### src/rtl/core/acs_pkg.sv
// ----------------------------------------------------------------------------
// acs_pkg
// Shared status codes, opcodes and divider interface types.
// ----------------------------------------------------------------------------
package acs_pkg;

    typedef enum logic [2:0] {
        ST_OK   = 3'd0,
        ST_PRIV = 3'd1,
        ST_INV  = 3'd2,
        ST_ADDR = 3'd3,
        ST_DIV0 = 3'd4
    } status_t;

    typedef enum logic [1:0] {
        FN_EXEC = 2'd0,
        FN_WRITE = 2'd1,
        FN_SETREG = 2'd2,
        FN_NONE = 2'd3
    } func_t;

    localparam logic [31:0] OP_NOP  = 32'd0;
    localparam logic [31:0] OP_HALT = 32'd1;
    localparam logic [31:0] OP_LDI  = 32'd2;
    localparam logic [31:0] OP_LDD  = 32'd3;
    localparam logic [31:0] OP_LDX  = 32'd4;
    localparam logic [31:0] OP_STD  = 32'd5;
    localparam logic [31:0] OP_STX  = 32'd6;
    localparam logic [31:0] OP_XA   = 32'd7;
    localparam logic [31:0] OP_AX   = 32'd8;
    localparam logic [31:0] OP_INCX = 32'd9;
    localparam logic [31:0] OP_ADD  = 32'd10;
    localparam logic [31:0] OP_SUB  = 32'd11;
    localparam logic [31:0] OP_MUL  = 32'd12;
    localparam logic [31:0] OP_DIV  = 32'd13;
    localparam logic [31:0] OP_REM  = 32'd14;
    localparam logic [31:0] OP_NEG  = 32'd15;
    localparam logic [31:0] OP_JMP  = 32'd16;
    localparam logic [31:0] OP_JZ   = 32'd17;
    localparam logic [31:0] OP_JNZ  = 32'd18;
    localparam logic [31:0] OP_LAST = 32'd21;

    typedef struct packed {
        logic        start;
        logic        want_rem;
        logic [31:0] num;
        logic [31:0] den;
    } div_req_t;

    typedef struct packed {
        logic        done;
        logic [31:0] result;
    } div_rsp_t;

endpackage

### src/rtl/core/acs_div.sv
// ----------------------------------------------------------------------------
// acs_div
// Iterative signed divider, one quotient bit per cycle.
// ----------------------------------------------------------------------------
module acs_div (
    input  logic               clk,
    input  logic               rst_n,
    input  acs_pkg::div_req_t  req,
    output acs_pkg::div_rsp_t  rsp
);

    logic        busy_reg;
    logic [5:0]  cnt_reg;
    logic [31:0] quo_reg;
    logic [31:0] rem_reg;
    logic [31:0] den_reg;
    logic        qneg_reg;
    logic        rneg_reg;
    logic        want_rem_reg;
    logic        done_reg;
    logic [32:0] trial;
    logic [32:0] shifted;

    assign shifted = {rem_reg, quo_reg[31]};
    assign trial   = shifted - {1'b0, den_reg};

    always_ff @(posedge clk or negedge rst_n)
    begin
        if (!rst_n)
        begin
            busy_reg <= 1'b0;
            done_reg <= 1'b0;
            cnt_reg  <= '0;
        end
        else
        begin
            done_reg <= 1'b0;
            if (req.start)
            begin
                busy_reg     <= 1'b1;
                cnt_reg      <= 6'd32;
                quo_reg      <= req.num[31] ? 32'd0 - req.num : req.num;
                den_reg      <= req.den[31] ? 32'd0 - req.den : req.den;
                rem_reg      <= '0;
                qneg_reg     <= req.num[31] ^ req.den[31];
                rneg_reg     <= req.num[31];
                want_rem_reg <= req.want_rem;
            end
            else if (busy_reg)
            begin
                if (!trial[32])
                begin
                    rem_reg <= trial[31:0];
                end
                else
                begin
                    rem_reg <= shifted[31:0];
                end
                quo_reg <= {quo_reg[30:0], ~trial[32]};
                cnt_reg <= cnt_reg - 6'd1;
                if (cnt_reg == 6'd1)
                begin
                    busy_reg <= 1'b0;
                    done_reg <= 1'b1;
                end
            end
        end
    end

    always_comb
    begin
        rsp.done = done_reg;
        if (want_rem_reg)
        begin
            rsp.result = rneg_reg ? 32'd0 - rem_reg : rem_reg;
        end
        else
        begin
            rsp.result = qneg_reg ? 32'd0 - quo_reg : quo_reg;
        end
    end

    assert property (@(posedge clk) disable iff (!rst_n) req.start |=> busy_reg)
        else $error("divider did not start");
    assert property (@(posedge clk) disable iff (!rst_n) done_reg |-> !busy_reg)
        else $error("divider done while busy");
    assert property (@(posedge clk) disable iff (!rst_n) busy_reg |-> cnt_reg != 6'd0)
        else $error("divider count underflow");

endmodule

### config.mk
export PLATFORM = sky130hd
export DESIGN_NAME = acs_div
export DESIGN_NICKNAME = d
export VERILOG_FILES = /design/src/rtl/core/acs_pkg.sv /design/src/rtl/core/acs_div.sv
export SDC_FILE = /design/constraint.sdc
export NUM_CORES = 1
export LEC_CHECK = 0
export ABC_AREA = 1
export ABC_CLOCK_PERIOD_IN_PS = 2300
export BUFFER_PORTS_ARGS = -buffer_cell sky130_fd_sc_hd__buf_4
export CORE_ASPECT_RATIO = 1.4
export CORE_UTILIZATION = 50
export CTS_CLUSTER_DIAMETER = 80
export CTS_CLUSTER_SIZE = 40
export DETAILED_ROUTE_END_ITERATION = 12
export PLACE_DENSITY = 0.77
export RECOVER_POWER = 50
export REMOVE_ABC_BUFFERS = 1
export SKIP_CTS_REPAIR_TIMING = 1
export SLEW_MARGIN = 20
export SYNTH_ARGS = -nofsm -noshare
export SYNTH_HDL_FRONTEND = slang
export SYNTH_SLANG_ARGS = --single-unit
### constraint.sdc
create_clock -name clk -period 2.3 [get_ports clk]
set_input_delay 0.46 -clock clk [delete_from_list [all_inputs] [get_ports clk]]
set_output_delay 0.46 -clock clk [all_outputs]
set_load 0.01 [all_outputs]
* Yosys cells after proc, flatten, opt, wreduce, memory -nomap -nowiden *
Index checks and enable logic that the tools add are counted.
Widths: inputs -> output; s select.

operators by class
  add/subtract/negate cells = 6
  equal/unequal tests = 1
  mux-type cells = 17
  bitwise operators = 2
  reductions and logical operators = 3

operators by type and width
  cell                   number
  $mux 32                8
  $sub 1x32->32 const A  4
  $sub 33x32->33         1
  $mux 31                1
  $mux 6                 2
  $eq 6x1->1 const B     1
  $mux 1                 6
  $sub 6x1->6 const B    1
  $reduce_and 2->1       2
  $reduce_bool 2->1      1
  $not 1->1              1
  $xor 1x1->1            1

storage, ports and cells
  bits in registers = 107
  input bits = 68
  output and inout bits = 33

* Depth between registers and ports, before layout *
  depth after elaboration = 4
  depth in mapped cells = 19

* Worst setup path after synthesis *
OpenSTA, ideal clock, no wires.

  path type = input-to-reg
  from = input port req[65] in the netlist's numbering
  to = register quo_reg[0] (enable)
  library setup time = 421 ps
  data arrival time = 2462 ps
  path slack = -583 ps
  stages = 4
  path through = clkbuf_1 > nor2_1 > clkbuf_1 > nor2_1

on the way
  cells in the longest elaborated chain, start to end = 2

RTL lines
  what                         RTL line       RTL
  start, declared              acs_div.sv:8   input acs_pkg::div_req_t req,
  $reduce_bool 2->1 (no line)  --
  $reduce_and 2->1 (no line)   --
  end signal, assigned         acs_div.sv:42  quo_reg <= req.num[31] ? 32'd0 - req.num : req.num;
  end signal, assigned         acs_div.sv:59  quo_reg <= {quo_reg[30:0], ~trial[32]};
  end, declared                acs_div.sv:14  logic [31:0] quo_reg;

Every way passes these cells.
A chain may end at the register's enable or synchronous reset.

==> results.txt <==
The run finished, with violations left. The final reports fail on max-capacitance violations, max-slew violations, negative setup slack. The leakage dissipation is 7.83 nW.

Wires add up to 38.9 mm. The maximum number of buffers from clock root to sink came out at 2. The Yosys step of the flow raised 0 warnings.

In this run the most used layer during global routing was met2. The met2 demand-to-capacity share in global routing came out at 0.579. The most frequent standard cell in the layout excluding fill and tap cells is nand2_1.

The number of maximum-capacitance violations is 1. The met3 usage in global routing is 0.0294. The mean routed wirelength per cell is 16.7 um. The path class of the tightest hold or removal check is in2reg.

The power consumption came out at 9.64 mW. The cell sitting at the root of the clock tree is a clkbuf_16. The clock transition time at the flip-flop clock pins of the worst setup and hold paths came out at 0.07 ns. For the final database, setup skew stands at 0.0143 ns. The finished cells cover 0.0150 mm^2.

Together, buffers and inverters on the worst path number 4. Hold timing on the final database bottoms out at a slack of 0.288 ns. The worst reg2reg path endpoint is rem_reg[3]. After floorplanning, the core was divided into 63 placement rows. Clock tree synthesis inserted a total of 9 buffers. The fraction of the yosys area taken by sequential cells came out at 0.293. Counting I/O delays and the setup requirement, the final critical path takes 2.93 ns.

The placeable core region is 0.0212 mm^2. The fraction of final layout cells sized beyond drive strength 1 is 0.268. Counting tap cells, the placed design contains a total of 2293 instances. The post-placement cell area came out at 0.0134 mm^2. The number of search-and-repair iterations in the first detailed-routing pass is 7.

The cell repeated most along the worst path is buf_4. The first-iteration detailed-routing DRC count is 953. The number of global-route vias before repair came to 11864. After detailed routing, the number of remaining DRC violations is 0. The number of diodes added for antenna fixing came out at 0. The synthesized design contains 99 enable-type register cells. The horizontal extent of the die is 126 um. The CTS sink count came out at 107.

The path depth of the worst reg2reg path came out at 18. The post-route antenna net violation count is 0. The mean instance size in the synthesized netlist came out at 6.15 um^2. For this design the ratio of total power to cell area is 644 mW/mm^2. The number of top-level pins came out at 101. The aggregate global-route resource usage is 0.312. Across all register-to-register paths, the minimum setup slack is -0.52 ns. The detailed-placement wirelength estimate came out at 27.6 mm. The library cells used most frequently in the layout, excluding fill and tap cells, are nand2_1, buf_4, inv_1. The transition at the pin with the smallest max-transition slack came out at 2.10 ns. From bottom edge to top edge, the die measures 176 um.

The unique cell type count in the Yosys netlist is 46. Static timing analysis puts the maximum clock frequency at 341 MHz. Of all nets on the critical path, the largest fanout is 4. Among all flip-flop cells after synthesis, the most frequent one is edfxtp_1.

The data arrival time of the critical path came out at 2.47 ns. The share of synthesized registers carrying an async set or reset is 0.0748. The critical path is of the reg2out type. The least setup slack across all paths after layout came out at -0.632 ns. At the end of the flow, the number of nets in the layout was 2176. The via count is 13062. The detailed-route vias per instance is 5.60. The pin count of the biggest net entering global routing came out at 41.

The largest delay contributor family on the critical path is simple AND/OR/NAND/NOR gates. The worst relative slew slack is -0.400. The post-layout utilization of the core came out at 0.706. The routability-driven placement congestion ratio is 1.00. TritonCTS built the clock tree. The area growth from synthesis to layout is 38.2%. In this run, synthesis produced a sequential element count of 107.

After the flow finishes, the layout carries non-filler instances totaling 2334. The final setup violation count came out at 92. The total overflow left after global routing is 0.

The cell count after synthesis came out at 1762. The global-route wire length before repair is 54.7 mm. The later pin in the worst-skew pair is clocked with a latency of 0.38 ns. The number of stages on the worst hold path came out at 1. The kind of start point of the critical path is a flop. The final number of max-transition violations came to 41.

The synthesized cell area is 0.0108 mm^2. The nature of the critical path endpoint is a primary output. In this design, the stage delay of the slowest critical-path cell is 0.42 ns. The worst ir drop on vdd came out at 518 uV.

The critical path goes through inv_2 > ha_4 > nand3_4 > buf_4 > nor3_1 > buf_4 > nand3_1 > nor2_1 > o21ai_0 > o21ai_0 > nand2_1 > nand2_1 > buf_4. The largest individual stage delay along the critical path comes from the cell edfxtp_1. The count of endpoints failing hold in the final timing report came out at 0.

The worst hold path begins at req[64]. The required arrival time at the worst endpoint is 1.84 ns. The reg-to-reg startpoint is quo_reg[31]. The total of buffers placed on input and output ports came out at 100. The post-route clock period utilization is 1.27.

Setup repair after global routing could not meet its margin everywhere. The initial core utilization came out at 0.511. The worst hold path terminates at want_rem_reg.

The deepest level of the CTS H-tree is 3. For this run, global-route usage on met1 was measured as 0.336. The initial antenna violation count is 0. The die footprint came out at 0.0223 mm^2.
-- kinds of logic (layout without fill, tap and decap cells) --
kind of cell | count (synthesis) | after routing | synth area share
AO/OA/AOI/OAI | 215 | 215 | 0.106
XOR/XNOR | 57 | 57 | 0.0461
adder cells (fa/ha/maj) | 39 | 39 | 0.0457
buffers and inverters | 362 | 674 | 0.129
flip-flops | 107 | 107 | 0.293
AND/OR/NAND/NOR | 982 | 982 | 0.381
-- layout make-up --
class / count / area [um^2]
Clock inverter: 7 / 68.8
Sequential cell: 107 / 3170
Inverter: 319 / 1200
Timing Repair Buffer: 339 / 2790
Multi-Input combinational cell: 1293 / 7190
Fill cell: 1620 / 6220
Tap cell: 260 / 325
Clock buffer: 9 / 225
-- cells in the mapped netlist (all sizes together) (14+ instances only) --
cell type | n | area, um^2
a21oi | 64 | 320
buf | 14 | 91.3
clkbuf | 29 | 109
edfxtp | 99 | 2970
ha | 38 | 475
inv | 316 | 1190
nand2 | 587 | 2250
nand3 | 143 | 721
nand4 | 29 | 181
nor2 | 163 | 629
nor3 | 38 | 195
o21ai | 125 | 629
xnor2 | 26 | 228
xor2 | 31 | 272
-- routing by layer --
layer / routed length [um] / part of all wire
met1: 13500 / 0.35
met2: 19600 / 0.50
met3: 2710 / 0.069
met4: 3110 / 0.080
met5: 0 / 0
-- worst max path at each step --
stage	from	endpoint	slack [ns]	cells past startpoint
floorplan	req[65]	quo_reg[0]	-0.48	2
global placement	quo_reg[31]	quo_reg[0]	-0.39	17
detailed placement	quo_reg[31]	rem_reg[1]	-0.45	18
CTS	quo_reg[0]	rsp[30]	-0.89	15
global route	rem_reg[0]	rsp[28]	-0.77	13
finish	rem_reg[0]	rsp[28]	-0.63	13
-- per-stage QoR --
stage | worst slack (ns) | TNS [ns]
after CTS | -0.887 | -29.94
after detailed placement | -0.455 | -17.55
after global routing | -0.774 | -33.18
final | -0.632 | -28.71
after global placement | -0.392 | -14.14
after floorplan | -0.484 | -21.41
-- power breakdown --
part           leakage [nW]  internal (mW)  switching, mW
clock                 0.143          0.842          0.786
sequential             1.07           2.43          0.189
combinational          6.62           2.27           3.13
(Power assumes the default switching activity.)
